**src/design/ilp_pkg.sv**
```systemverilog
// Shared types and constants for the integer literal parser.
`default_nettype none
package ilp_pkg;

  localparam int CHAR_W      = 8;
  localparam int VALUE_W     = 63;
  localparam int DIGIT_W     = 4;
  localparam int QUEUE_DEPTH = 4;

  typedef enum logic [1:0] {
    RADIX_DEC = 2'd0,
    RADIX_BIN = 2'd1,
    RADIX_OCT = 2'd2,
    RADIX_HEX = 2'd3
  } radix_t;

  // One decoded character on its way from the front end to the back end.
  typedef struct packed {
    logic               has_char;
    logic               last;
    logic               is_hex;   // 0-9, a-f or A-F
    logic [DIGIT_W-1:0] dval;     // raw digit value when is_hex
    logic               is_pfx;   // b/B, o/O or x/X
    radix_t             pfx;      // radix that prefix letter selects
  } ilp_item_t;

  typedef struct packed {
    logic full;
    logic empty;
  } ilp_qstat_t;

endpackage
`default_nettype wire

```
**src/design/ilp_front.sv**
```systemverilog
// Front end: decodes one ASCII character into digit and prefix classes.
`default_nettype none
module ilp_front
  import ilp_pkg::*;
(
  input  wire logic [CHAR_W-1:0] character,
  input  wire logic              has_char,
  input  wire logic              last,
  output ilp_item_t              item
);

  localparam logic [CHAR_W-1:0] CH_0  = 8'h30;
  localparam logic [CHAR_W-1:0] CH_9  = 8'h39;
  localparam logic [CHAR_W-1:0] CH_LA = 8'h61;
  localparam logic [CHAR_W-1:0] CH_LF = 8'h66;
  localparam logic [CHAR_W-1:0] CH_UA = 8'h41;
  localparam logic [CHAR_W-1:0] CH_UF = 8'h46;
  localparam logic [CHAR_W-1:0] CH_LB = 8'h62;
  localparam logic [CHAR_W-1:0] CH_UB = 8'h42;
  localparam logic [CHAR_W-1:0] CH_LO = 8'h6f;
  localparam logic [CHAR_W-1:0] CH_UO = 8'h4f;
  localparam logic [CHAR_W-1:0] CH_LX = 8'h78;
  localparam logic [CHAR_W-1:0] CH_UX = 8'h58;
  localparam logic [DIGIT_W-1:0] TEN  = 4'd10;

  logic          is_dec;
  logic          is_lo;
  logic          is_up;
  logic [CHAR_W-1:0] diff;

  always_comb begin
    is_dec = (character >= CH_0)  && (character <= CH_9);
    is_lo  = (character >= CH_LA) && (character <= CH_LF);
    is_up  = (character >= CH_UA) && (character <= CH_UF);
    if (is_dec) begin
      diff = character - CH_0;
    end else if (is_lo) begin
      diff = character - CH_LA;
    end else begin
      diff = character - CH_UA;
    end

    item.has_char = has_char;
    item.last     = last;
    item.is_hex   = is_dec || is_lo || is_up;
    item.dval     = is_dec ? diff[DIGIT_W-1:0] : (diff[DIGIT_W-1:0] + TEN);
    item.is_pfx   = 1'b1;
    item.pfx      = RADIX_DEC;
    if ((character == CH_LB) || (character == CH_UB)) begin
      item.pfx = RADIX_BIN;
    end else if ((character == CH_LO) || (character == CH_UO)) begin
      item.pfx = RADIX_OCT;
    end else if ((character == CH_LX) || (character == CH_UX)) begin
      item.pfx = RADIX_HEX;
    end else begin
      item.is_pfx = 1'b0;
    end
  end

endmodule
`default_nettype wire

```
**src/design/ilp_queue.sv**
```systemverilog
// Small FIFO of decoded characters between front end and back end.
`default_nettype none
module ilp_queue
  import ilp_pkg::*;
#(
  parameter int Depth = QUEUE_DEPTH
) (
  input  wire logic  clk,
  input  wire logic  rst,
  input  wire logic  push,
  input  ilp_item_t  wr_item,
  input  wire logic  pop,
  output ilp_item_t  rd_item,
  output ilp_qstat_t stat
);

  localparam int PtrW = (Depth > 1) ? $clog2(Depth) : 1;
  localparam int CntW = $clog2(Depth + 1);

  ilp_item_t         mem [Depth];
  logic [PtrW-1:0]   wr_ptr;
  logic [PtrW-1:0]   rd_ptr;
  logic [CntW-1:0]   count;
  logic              do_push;
  logic              do_pop;

  assign stat.full  = (count == CntW'(Depth));
  assign stat.empty = (count == '0);
  assign do_push    = push && !stat.full;
  assign do_pop     = pop && !stat.empty;
  assign rd_item    = mem[rd_ptr];

  always_ff @(posedge clk) begin
    if (do_push) begin
      mem[wr_ptr] <= wr_item;
    end
  end

  always_ff @(posedge clk) begin
    if (rst) begin
      wr_ptr <= '0;
      rd_ptr <= '0;
      count  <= '0;
    end else begin
      if (do_push) begin
        wr_ptr <= (wr_ptr == PtrW'(Depth - 1)) ? '0 : wr_ptr + 1'b1;
      end
      if (do_pop) begin
        rd_ptr <= (rd_ptr == PtrW'(Depth - 1)) ? '0 : rd_ptr + 1'b1;
      end
      if (do_push && !do_pop) begin
        count <= count + 1'b1;
      end else if (do_pop && !do_push) begin
        count <= count - 1'b1;
      end
    end
  end

endmodule
`default_nettype wire

```
**src/design/ilp_back.sv**
```systemverilog
// Back end: radix tracking, multiply-add accumulation and result register.
`default_nettype none
module ilp_back
  import ilp_pkg::*;
(
  input  wire logic               clk,
  input  wire logic               rst,
  input  ilp_item_t               item,
  input  ilp_qstat_t              qstat,
  output logic                    pop,
  output logic                    m_tvalid,
  input  wire logic               m_tready,
  output logic [VALUE_W:0]        m_tdata,
  output logic                    m_tuser
);

  localparam int FullW = VALUE_W + 5;
  localparam logic [1:0] POS_SAT = 2'd2;

  logic [VALUE_W-1:0] acc;
  radix_t             radix;
  logic [1:0]         pos;
  logic               fwz;
  logic               have;
  logic               err;

  logic [VALUE_W-1:0] acc_next;
  radix_t             radix_next;
  logic [1:0]         pos_next;
  logic               fwz_next;
  logic               have_next;
  logic               err_next;

  logic [FullW-1:0]   acc_ext;
  logic [FullW-1:0]   prod;
  logic [FullW-1:0]   full;
  logic               dig_ok;
  logic               ok;

  assign pop = !qstat.empty && (!item.last || !m_tvalid || m_tready);
  assign ok  = have_next && !err_next;

  always_comb begin
    acc_ext = {{(FullW-VALUE_W){1'b0}}, acc};
    case (radix)
      RADIX_BIN: prod = acc_ext << 1;
      RADIX_OCT: prod = acc_ext << 3;
      RADIX_HEX: prod = acc_ext << 4;
      default:   prod = (acc_ext << 3) + (acc_ext << 1);
    endcase
    full = prod + {{(FullW-DIGIT_W){1'b0}}, item.dval};

    case (radix)
      RADIX_BIN: dig_ok = item.is_hex && (item.dval < 4'd2);
      RADIX_OCT: dig_ok = item.is_hex && (item.dval < 4'd8);
      RADIX_HEX: dig_ok = item.is_hex;
      default:   dig_ok = item.is_hex && (item.dval < 4'd10);
    endcase

    acc_next   = acc;
    radix_next = radix;
    pos_next   = pos;
    fwz_next   = fwz;
    have_next  = have;
    err_next   = err;
    if (item.has_char) begin
      if (pos != POS_SAT) begin
        pos_next = pos + 1'b1;
      end
      if (!err) begin
        if ((pos == 2'd1) && fwz && item.is_pfx) begin
          // second char after a leading zero picks the radix
          radix_next = item.pfx;
          acc_next   = '0;
          have_next  = 1'b0;
        end else if (!dig_ok) begin
          err_next = 1'b1;
        end else begin
          if ((pos == 2'd0) && (item.dval == '0)) begin
            fwz_next = 1'b1;
          end
          if (|full[FullW-1:VALUE_W]) begin
            err_next = 1'b1;
          end else begin
            acc_next  = full[VALUE_W-1:0];
            have_next = 1'b1;
          end
        end
      end
    end
  end

  always_ff @(posedge clk) begin
    if (rst) begin
      acc      <= '0;
      radix    <= RADIX_DEC;
      pos      <= '0;
      fwz      <= 1'b0;
      have     <= 1'b0;
      err      <= 1'b0;
      m_tvalid <= 1'b0;
    end else begin
      if (pop && item.last) begin
        m_tvalid <= 1'b1;
      end else if (m_tready) begin
        m_tvalid <= 1'b0;
      end
      if (pop) begin
        if (item.last) begin
          acc      <= '0;
          radix    <= RADIX_DEC;
          pos      <= '0;
          fwz      <= 1'b0;
          have     <= 1'b0;
          err      <= 1'b0;
        end else begin
          acc   <= acc_next;
          radix <= radix_next;
          pos   <= pos_next;
          fwz   <= fwz_next;
          have  <= have_next;
          err   <= err_next;
        end
      end
    end
  end

  always_ff @(posedge clk) begin
    if (pop && item.last) begin
      m_tdata <= {1'b0, ok ? acc_next : {VALUE_W{1'b0}}};
      m_tuser <= ok;
    end
  end

endmodule
`default_nettype wire

```
**src/design/integer_literal_parser_top.sv**
```systemverilog
// Top level of the integer literal parser: front end, queue and back end.
// Usage:
//   Slave stream takes one ASCII character per beat: s_tdata is the character,
//   s_tuser says a character is present (clear only to end an empty literal),
//   s_tlast marks the final beat of a literal.
//   Master stream gives one beat per literal, on its last input beat:
//   m_tdata[62:0] is the value (0 when invalid), m_tdata[63] is zero,
//   m_tuser is valid_res.
//   Prefixes 0b/0B, 0o/0O, 0x/0X select base 2, 8, 16; otherwise decimal.
//   A bad digit, a prefix with no digits, an empty literal or a value past
//   2^63-1 gives valid_res 0.
// Timing:
//   m_tvalid is registered and rises at the edge that pops the last beat,
//   after any beats queued ahead of it. Throughput is one beat per cycle
//   unless a stalled result holds a last beat; each beat costs one pass
//   through the back end's combinational shift-add multiply and 68-bit
//   overflow compare. s_tready is low only while the 4-entry queue is full.
// Reset: rst (synchronous, active high) empties the queue, drops m_tvalid
//   and returns the parser to decimal with an empty accumulator.
// Stall: while m_tready is low, the result holds; the back end keeps
//   draining characters of the next literal and stops only at its last beat,
//   after which the queue fills and s_tready falls.
`default_nettype none
module integer_literal_parser_top
  import ilp_pkg::*;
#(
  parameter int QueueDepth = QUEUE_DEPTH
) (
  input  wire logic              clk,
  input  wire logic              rst,
  input  wire logic              s_tvalid,
  output logic                   s_tready,
  input  wire logic [CHAR_W-1:0] s_tdata,   // [7:0] character
  input  wire logic              s_tuser,   // [0] has_char
  input  wire logic              s_tlast,   // last
  output logic                   m_tvalid,
  input  wire logic              m_tready,
  output logic [VALUE_W:0]       m_tdata,   // [62:0] value, [63] zero pad
  output logic                   m_tuser    // [0] valid_res
);

  ilp_item_t  dec_item;
  ilp_item_t  q_item;
  ilp_qstat_t q_stat;
  logic       pop;
  logic       push;

  assign s_tready = !q_stat.full;
  assign push     = s_tvalid && s_tready;

  ilp_front u_front (
    .character (s_tdata),
    .has_char  (s_tuser),
    .last      (s_tlast),
    .item      (dec_item)
  );

  ilp_queue #(
    .Depth (QueueDepth)
  ) u_queue (
    .clk     (clk),
    .rst     (rst),
    .push    (push),
    .wr_item (dec_item),
    .pop     (pop),
    .rd_item (q_item),
    .stat    (q_stat)
  );

  ilp_back u_back (
    .clk      (clk),
    .rst      (rst),
    .item     (q_item),
    .qstat    (q_stat),
    .pop      (pop),
    .m_tvalid (m_tvalid),
    .m_tready (m_tready),
    .m_tdata  (m_tdata),
    .m_tuser  (m_tuser)
  );

`ifndef SYNTHESIS
  // An invalid result never carries a value.
  a_invalid_zero: assert property (@(posedge clk) disable iff (rst)
    m_tvalid && !m_tuser |-> (m_tdata[VALUE_W-1:0] == '0))
    else $error("invalid result with nonzero value");

  // Back end only pops a filled queue.
  a_pop_nonempty: assert property (@(posedge clk) disable iff (rst)
    pop |-> !q_stat.empty)
    else $error("pop from empty queue");

  // A last beat is never popped over an untaken result.
  a_no_overwrite: assert property (@(posedge clk) disable iff (rst)
    pop && q_item.last && m_tvalid |-> m_tready)
    else $error("result overwritten while stalled");

  // Reset leaves the queue empty and no result pending.
  a_reset_clear: assert property (@(posedge clk)
    $past(rst) |-> q_stat.empty && !m_tvalid)
    else $error("state not cleared by reset");
`endif

endmodule
`default_nettype wire
```
**config.mk**
```make
export PLATFORM = sky130hd
export DESIGN_NAME = integer_literal_parser_top
export DESIGN_NICKNAME = d
export VERILOG_FILES = /design/src/design/ilp_pkg.sv /design/src/design/ilp_front.sv /design/src/design/ilp_queue.sv /design/src/design/ilp_back.sv /design/src/design/integer_literal_parser_top.sv
export SDC_FILE = /design/constraint.sdc
export NUM_CORES = 1
export LEC_CHECK = 0
export ABC_AREA = 1
export BUFFER_PORTS_ARGS = -buffer_cell sky130_fd_sc_hd__buf_2
export CAP_MARGIN = 25
export CORE_MARGIN = 5
export CORE_UTILIZATION = 35
export CTS_CLUSTER_SIZE = 28
export DETAILED_ROUTE_END_ITERATION = 8
export MAX_ROUTING_LAYER = met4
export PLACE_DENSITY = 0.51
export SLEW_MARGIN = 0
export SYNTH_ARGS = -nofsm -noshare
export SYNTH_HDL_FRONTEND = slang
export SYNTH_SLANG_ARGS = --single-unit
export TNS_END_PERCENT = 30
```
**constraint.sdc**
```tcl
create_clock -name clk -period 6.1 [get_ports clk]
set_input_delay 1.83 -clock clk [delete_from_list [all_inputs] [get_ports clk]]
set_output_delay 1.83 -clock clk [all_outputs]
set_load 0.02 [all_outputs]
```
==> impl_metrics.ini, run 1 <==
[pwr]
p_total_mw = 8.06
p_comb_frac = 0.601
p_switching_mw = 4.39
pwr-share-seq = 0.254
p_sw_frac = 0.545
leakagePower_nw = 9.67
internal-power_mw = 3.67
clock_power_share = 0.145
power_density_nw_per_um2 = 386
ir_drop_v = 0.000587

[clocking]
cts_tree = yes
clk_latency_ps = 500
htreeDepth = 4
postCtsResizedCells = 0
cts-root-buf = clkbuf_16
post-cts-setup-buffers = 0
clockBufferDepth = 2
clock_sinks = 184
cts_hold_buf = 0
numCtsBuffers = 17
path_clk_slew_ps = 80

[synth]
ys_warn_count = 0
syn_nets = 3279
synth-seq-cells = 184
yosys.area.top_type = nand2_1
async_flop_share = 0
synthFlopType = edfxtp_1
synth_cells = 3180
synth_edf_count = 104
synth_area_leaders = nand2_1 (22%), edfxtp_1 (16%), inv_1 (10%)
mappedNetlistArea_um2 = 19200
yosysUniqueCellTypes = 58
netlist.area_leader.share = 0.224
synth.avg_cell_area_um2 = 6.03
synth_seq_area_share = 0.246

[timing]
timing.setup.tns_ps = 0
rsz0062_at_grt = false
fmax_ghz = 0.175
fin_crit_sh = 0.936
tightest_slew_ps = 1030
clock_skew_ps = 12.0
fin_crit_ps = 5710
hold_violations = 0
setup_viol = 0
slew_headroom = 0.312
worst_hold_slack_ps = 465
setup_ws_ps = 393
slew_violations = 0

[worst_setup_path]
r2r-end = u_back.acc[36]
end_kind = flip-flop
rrSetupSlack_ps = 390
critical-path-slowest-cell = nor3_1
cp-start-kind = flip-flop
path_common_cell = nand3_1
worstSetupPathType = reg2reg
cp.required_ps = 6440
arrival_ps = 6050
critPathMaxFanout = 30
crit_path_end = u_back.acc[36]
slowest_delay_ps = 620
reg2reg_depth = 26

[run_status]
outcome = finished, final reports clean

[global_routing]
track_usage = 0.262
grtUsageMet2 = 0.413
first_global_vias = 19465
grt-ovfl-total = 0
grtUsageMet3 = 0.0376
grt_max_degree = 69
grt_first_pass_wirelength_um = 118000
antenna_found_initial = 0
busiest_layer = met2
met1_usage = 0.351

[drt]
ant_nets = 0
wl_per_cell_um = 19.6
routed_wl_um = 77100
drtIter0Drc = 1612
vias = 20544
drt-vias-per-instance = 5.24
drtPass1Iterations = 5
drc = 0

[floorplanning]
core.rowCount = 85
die_area_um2 = 59600
initial_core_util = 0.355
dieWidth_um = 244
die_y_um = 244
io_pins = 81
coreArea_um2 = 54000

[layout]
fin_nets = 3313
final_util = 0.386
diodes = 0
final_layout_size_suffix_gt1_frac = 0.0942
synthToLayoutAreaGrowth_pct = 8.66
fin_area_um2 = 20800
final_cells = 3923

[place]
place_area_um2 = 20200
place_ws_ps = 515
dp.cells = 3890
portBuffers = 79
gp_congestion = 0.999
hpwl_um = 61100

[job]
maxCapViolations = 0

[min_path]
hold_path.class = reg2reg
[worst min path at each step]
stage | cells after the start | start | to | slack [ps]
5_1_grt | 2 | u_back.fwz | u_back.fwz | 490
6_report | 2 | u_back.fwz | u_back.fwz | 460
4_1_cts | 2 | u_back.fwz | u_back.fwz | 460
3_5_place_dp | 2 | u_back.fwz | u_back.fwz | 450
3_3_place_gp | 2 | u_back.fwz | u_back.fwz | 440
2_1_floorplan | 2 | u_back.fwz | u_back.fwz | 430
[sequential cells by signal (all words and copies together), names as in the netlist, 2 cells and up, named ones only]
name / flops
u_queue.rd_ptr: 2
u_back.acc: 63
u_queue.count: 3
u_back.radix: 2
u_queue.mem: 40
u_back.m_tdata: 63
u_back.pos: 2
u_queue.wr_ptr: 2
[logic make-up (layout without fill, tap and decap cells)]
group | Yosys count | in the layout | synth area share
xor gates and xnor gates | 60 | 60 | 0.0274
DFF | 184 | 184 | 0.246
adders and majority gates | 85 | 85 | 0.0566
buffers and inverters | 632 | 679 | 0.136
AOI/OAI and AO/OA | 409 | 409 | 0.132
and+or+nand+nor | 1809 | 1809 | 0.401
other | 1 | 1 | 0.000195
[final cells by class]
| class | count | area, µm² |
|---|---|---|
| flip-flops and latches | 184 | 4720 |
| well taps | 696 | 871 |
| inverters | 527 | 1980 |
| clock inverters | 12 | 126 |
| multi-input cells | 2364 | 11900 |
| fillers | 5996 | 33200 |
| clock buffers | 20 | 478 |
| repair buffers | 120 | 766 |
[cells in the mapped netlist (17+ instances only)]
library cell and number:
o221ai_1 25, nand2_1 1145, o22ai_1 17, clkbuf_1 36, nor2_2 34, edfxtp_1 104
inv_1 512, nand3_1 292, a21oi_1 170, ha_1 82, nor3_1 26, xor2_1 50
o21bai_1 28, a21oi_2 53, nand4_1 44, buf_2 31, o21ai_0 69, nor2_1 214
dfxtp_1 80
[cell usage in the layout (no fill, tap or decap), types with 8 or more instances in the layout]
cell,Yosys,layout
nand2_1,1145,1144
inv_1,512,511
nand3_1,292,292
nor2_1,214,211
a21oi_1,170,170
edfxtp_1,104,104
ha_1,82,80
dfxtp_1,80,80
buf_2,31,79
o21ai_0,69,69
a21oi_2,53,53
xor2_1,50,50
nand4_1,44,44
buf_4,10,36
nor2_2,34,34
o21bai_1,28,28
nor3_1,26,26
o221ai_1,25,25
clkbuf_16,0,18
o22ai_1,17,17
nand2_2,13,14
o21ai_1,13,13
inv_2,11,12
o211ai_1,11,11
nor2_4,7,10
xnor2_1,10,10
nand3_2,8,8
[power by group through the flow]
stage               logic, mW  clock network, mW  registers, mW
finish                   4.84               1.17           2.05
global route             5.33               1.25           2.09
CTS                      4.87               1.20           2.05
detailed placement       4.85                  0           2.08
global placement         4.79                  0           2.07
floorplan                3.21                  0           2.22
[routing by layer]
metal | wire length [µm] | part of all wire
met2 | 34600 | 0.45
met4 | 2300 | 0.030
met1 | 36100 | 0.47
met3 | 4060 | 0.053
met5 | 0 | 0
[worst max-delay path: cells and delay by family, from the launching register on]
kind	cells	cell delay [ps]
and+or+nand+nor	18	3130
buffers and inverters	4	910
DFF	1	600
AOI/OAI and AO/OA	3	480
adders and majority gates	1	370
(Power assumes the default switching activity.)
==> inputs of run 2 (changes only) <==
--- a/config.mk
+++ b/config.mk
@@ -5,7 +5,6 @@
 export SDC_FILE = /design/constraint.sdc
 export NUM_CORES = 1
 export LEC_CHECK = 0
-export ABC_AREA = 1
 export BUFFER_PORTS_ARGS = -buffer_cell sky130_fd_sc_hd__buf_2
 export CAP_MARGIN = 25
 export CORE_MARGIN = 5
@@ -13,7 +12,7 @@
 export CTS_CLUSTER_SIZE = 28
 export DETAILED_ROUTE_END_ITERATION = 8
 export MAX_ROUTING_LAYER = met4
-export PLACE_DENSITY = 0.51
+export PLACE_DENSITY = 0.52
 export SLEW_MARGIN = 0
 export SYNTH_ARGS = -nofsm -noshare
 export SYNTH_HDL_FRONTEND = slang
==> impl_metrics.ini, run 2 <==
[floorplanning]
io_pins = 81
die_y_um = 217
core.rowCount = 75
initial_core_util = 0.355
dieWidth_um = 217
die_area_um2 = 47000
coreArea_um2 = 42100

[worst_setup_path]
end_kind = flip-flop
slowest_delay_ps = 540
rrSetupSlack_ps = 270
cp.required_ps = 6320
critical-path-slowest-cell = or3_1
crit_start = u_back.acc[2]
crit_chain = ha_1, fa_1, a21o_1, nand4_1, a211oi_1, o211ai_1, a21oi_2, o21ai_0, a211oi_1, nand4b_1, or3_1, o41a_1, a41oi_1, a211o_1, buf_4, buf_4, o21ai_0
r2r-end = u_back.m_tdata[25]
arrival_ps = 6050
reg2reg_depth = 17
critPathMaxFanout = 11
worstReg2RegStart = u_back.acc[2]
cp-start-kind = flip-flop
worstSetupPathType = reg2reg

[global_routing]
track_usage = 0.223
grt_max_degree = 89
antenna_found_initial = 0
first_global_vias = 14024
grt_first_pass_wirelength_um = 81800
grt-ovfl-total = 0

[synth]
synth-seq-cells = 184
async_flop_share = 0
netlist.area_leader.share = 0.209
mappedNetlistArea_um2 = 15000
synth_area_leaders = edfxtp_1 (21%), dfxtp_1 (11%), ha_1 (6.9%)
synth.avg_cell_area_um2 = 8.58
synth_cells = 1745
syn_nets = 1844
yosys-top-cells-count = nand2_1 (197), nor2_1 (150), a21oi_1 (135), o21ai_0 (115), edfxtp_1 (104)
yosys.area.top_type = edfxtp_1
yosysUniqueCellTypes = 95
synthFlopType = edfxtp_1
yosysMostFrequentCell = nand2_1
synth_edf_count = 104
synth_seq_area_share = 0.316
ys_warn_count = 0

[clocking]
clock_sinks = 184
clockBufferDepth = 2
path_clk_slew_ps = 80
htreeDepth = 4
cts_tree = yes
clk_latency_ps = 490
cts_hold_buf = 0
cts-root-buf = clkbuf_16
numCtsBuffers = 17

[layout]
reg_top3 = u_back.acc: 63 flops, u_back.m_tdata: 63 flops, u_queue.mem: 40 flops
final_layout_size_suffix_gt1_frac = 0.125
fin_area_um2 = 16600
fin_nets = 1889
final_common_cell = nand2_1
n_fill_cell = 4283
synthToLayoutAreaGrowth_pct = 11.1
layout_common_cells = nand2_1 (197), nor2_1 (149), a21oi_1 (135)
diodes = 0

[timing]
timing.setup.tns_ps = 0
fmax_ghz = 0.172
hold_violations = 0
fin_crit_ps = 5830
slew_headroom = 0.348
slew_violations = 0
rsz0062_at_grt = false
fin_crit_sh = 0.955
clock_skew_ps = 19.1
setup_ws_ps = 275
worst_hold_slack_ps = 474
tightest_slew_ps = 978
setup_viol = 0

[place]
place_ws_ps = 279
place_area_um2 = 16100
portBuffers = 79
gp_congestion = 1.00
hpwl_um = 38900

[min_path]
worstHoldStart = u_back.have
min_to = u_back.have
worstHoldPathCells = 2
hold_path.class = reg2reg

[job]
maxCapViolations = 0

[pwr]
ir_drop_v = 0.000238
p_total_mw = 4.13
power_density_nw_per_um2 = 248
leakagePower_nw = 5.81

[drt]
vias = 14382
drt-vias-per-instance = 6.14
routed_wl_um = 51600
wl_per_cell_um = 22.0
drtIter0Drc = 1600
ant_nets = 0
drtPass1Iterations = 8
drc = 0

[run_status]
outcome = finished, final reports clean
==> run 2: through the flow <==
| step | instances | utilization |
|---|---|---|
| 3_5_place_dp | 2310 | 0.381 |
| 2_1_floorplan | 1745 | - |
| 3_3_place_gp | 2310 | 0.381 |
| 5_1_grt | 2342 | 0.395 |
| 6_report | 2342 | 0.395 |
| 4_1_cts | 2342 | 0.395 |
==> run 2: layout make-up <==
cell class,count,area (µm²),share of cell area
Tap cell,539,674,0.0405
Clock inverter,12,115,0.00692
Multi-Input combinational cell,1414,9670,0.581
Clock buffer,20,447,0.0269
Timing Repair Buffer,135,866,0.0520
Sequential cell,184,4720,0.284
Inverter,38,143,0.00857
==> run 2: worst max path at each step <==
stage,endpoint,cells past startpoint
after detailed placement,u_back.m_tdata[25],16
after floorplan,u_back.acc[30],25
after global routing,u_back.m_tdata[21],16
after global placement,u_back.m_tdata[24],16
after CTS,u_back.m_tdata[25],16
final,u_back.m_tdata[25],17
==> run 2: worst max-delay path: cells and delay by family, from the launching register on <==
| family | cells | cell delay [ps] |
|---|---|---|
| adders and majority gates | 2 | 500 |
| and+or+nand+nor | 3 | 1050 |
| AOI/OAI and AO/OA | 10 | 3190 |
| DFF | 1 | 470 |
| buffers and inverters | 2 | 350 |
==> run 2: kinds of logic after synthesis <==
logic type | count (synthesis) | synth area share
flops | 184 | 0.316
buf+inv | 147 | 0.0419
mux | 30 | 0.0279
compound gates | 614 | 0.294
fa+ha+maj | 85 | 0.0726
simple gates | 596 | 0.196
xor+xnor | 88 | 0.0515
other cells | 1 | 0.000251
==> run 2: repair_timing <==
item	in CTS	in global routing
setup endpoints to repair	0	74
gates resized for setup	0	1
buffers inserted	0	0
==> run 2: per-layer routing <==
layer  vias to the layer above  share of wire  GRT usage
met1                      7035           0.45      0.294
li1                       6840              -          -
met4                         0          0.025     0.0689
met2                       439           0.47      0.357
met3                        68          0.057     0.0350
met5                         -              0          -
==> run 2: power breakdown <==
part / internal [mW] / leakage [nW] / total [mW] / switching (mW)
Clock: 0.548 / 0.269 / 1.11 / 0.566
Sequential: 1.59 / 1.65 / 1.68 / 0.0848
Combinational: 0.414 / 3.90 / 1.34 / 0.922
==> inputs of run 3 (changes only) <==
--- a/config.mk
+++ b/config.mk
@@ -12,7 +12,7 @@
 export CTS_CLUSTER_SIZE = 28
 export DETAILED_ROUTE_END_ITERATION = 8
 export MAX_ROUTING_LAYER = met4
-export PLACE_DENSITY = 0.52
+export PLACE_DENSITY = 0.53
 export SLEW_MARGIN = 0
 export SYNTH_ARGS = -nofsm -noshare
 export SYNTH_HDL_FRONTEND = slang
==> constraint.sdc (replaced) <==
create_clock -name clk -period 5.33 [get_ports clk]
set_input_delay 1.599 -clock clk [delete_from_list [all_inputs] [get_ports clk]]
set_output_delay 1.599 -clock clk [all_outputs]
set_load 0.02 [all_outputs]
==> impl_metrics.ini, run 3 (synthesis results as in run 2) <==
[run_status]
outcome = finished, final reports clean

[worst_setup_path]
crit_path_end = u_back.acc[28]
end_kind = flip-flop
rrSetupSlack_ps = 160
arrival_ps = 5550
reg2reg_depth = 16
critPathMaxFanout = 33
r2r-end = u_back.acc[28]
crit_start = u_back.acc[29]
cp.required_ps = 5710
cp-start-kind = flip-flop
worstSetupPathType = reg2reg
worstReg2RegStart = u_back.acc[29]

[drt]
drt-vias-per-instance = 6.13
drtIter0Drc = 1552
wl_per_cell_um = 21.9
ant_nets = 0
vias = 14856
drtPass1Iterations = 7
drc = 0
routed_wl_um = 53000

[timing]
fin_crit_sh = 0.969
fmax_ghz = 0.194
tightest_slew_ps = 983
slew_violations = 0
clock_skew_ps = 16.4
rsz0062_at_grt = true
setup_viol = 0
slew_headroom = 0.345
hold_violations = 0
fin_crit_ps = 5170

[global_routing]
track_usage = 0.227
grt_first_pass_wirelength_um = 82600
antenna_found_initial = 0
first_global_vias = 14113
grt-ovfl-total = 0
grt_max_degree = 68

[layout]
final_util = 0.420
final_cells = 2423
layout_common_cells = nand2_1 (197), nor2_1 (145), buf_4 (128)
n_fill_cell = 4269
seq_area_um2 = 4740
synthToLayoutAreaGrowth_pct = 18.2
final_common_cell = nand2_1
reg_top3 = u_back.acc: 63 flops, u_back.m_tdata: 63 flops, u_queue.mem: 40 flops
diodes = 0
multi_input_area_um2 = 9980
fin_area_um2 = 17700
final_layout_size_suffix_gt1_frac = 0.198
fin_nets = 1970

[place]
portBuffers = 79
dp.cells = 2383
place_area_um2 = 16700
hpwl_um = 40300
gp_congestion = 0.966

[job]
maxCapViolations = 0

[pwr]
leakagePower_nw = 6.33
power_density_nw_per_um2 = 274
ir_drop_v = 0.000387

[clocking]
clockBufferDepth = 2
clock_sinks = 184
numCtsBuffers = 17
cts-root-buf = clkbuf_16
clk_latency_ps = 500
path_clk_slew_ps = 80
htreeDepth = 4
cts_tree = yes

[floorplanning]
initial_core_util = 0.355
io_pins = 81
dieWidth_um = 217
die_area_um2 = 47000
die_y_um = 217
core.rowCount = 75
coreArea_um2 = 42100

[min_path]
hold_path.class = reg2reg
## run 3: cell type report
type,instances,share of cell area
inverter,38,0.00806
sequential,184,0.268
multi-input combinational,1414,0.564
tap,539,0.0381
clock inverter,15,0.0128
clock buffer,17,0.0240
timing repair buffer,216,0.0853
## run 3: worst min-delay path by stage
stage	start	depth (start not counted)	to	slack (ps)
floorplan	u_back.have	2	u_back.have	440
global placement	u_back.have	2	u_back.have	470
detailed placement	u_back.have	2	u_back.have	470
CTS	u_back.have	2	u_back.have	480
global route	u_back.acc[2]	1	u_back.acc[2]	540
finish	u_back.have	2	u_back.have	480
## run 3: report_power, final
part | internal [mW] | leakage, nW | switching, mW
clock | 0.661 | 0.311 | 0.724
sequential | 1.82 | 1.66 | 0.0950
combinational | 0.488 | 4.36 | 1.06
## run 3: what timing repair did
action / in CTS / in global routing
resized for setup: 1 / 73
hold buffers: 0 / 0
setup endpoints to repair: 13 / 129
buffers inserted: 0 / 8
pin swaps: 0 / 14
## run 3: metrics by stage
stage	hold slack, ps	worst slack [ps]	setup TNS, ps	power [mW]
after floorplan	445	2.70	0	2.92
after global placement	465	71.8	0	3.52
after detailed placement	466	11.0	0	3.53
after CTS	477	11.9	0	4.94
after global routing	535	-8.51	-8.51	5.12
final	479	164	0	4.85
## run 3: routing by layer
layer / GRT usage / vias to the layer above / wire length [µm]
met2: 0.370 / 457 / 25500
li1: - / 7010 / -
met4: 0.0619 / 0 / 1050
met3: 0.0324 / 61 / 2490
met1: 0.298 / 7328 / 24000
met5: - / - / 0
## run 3: critical path: stages, from the launching register on
cell      delay, ps
dfxtp_2         440
ha_2            370
a21oi_1         230
o21ai_1         110
a221o_1         440
a21o_1          260
nor3_4          300
a21oi_1         120
a311oi_2        330
nand3_1         170
or4_4           610
nor4_4          350
nand4_2         210
a211o_1         360
a31o_2          280
buf_12          170
a22o_1          250
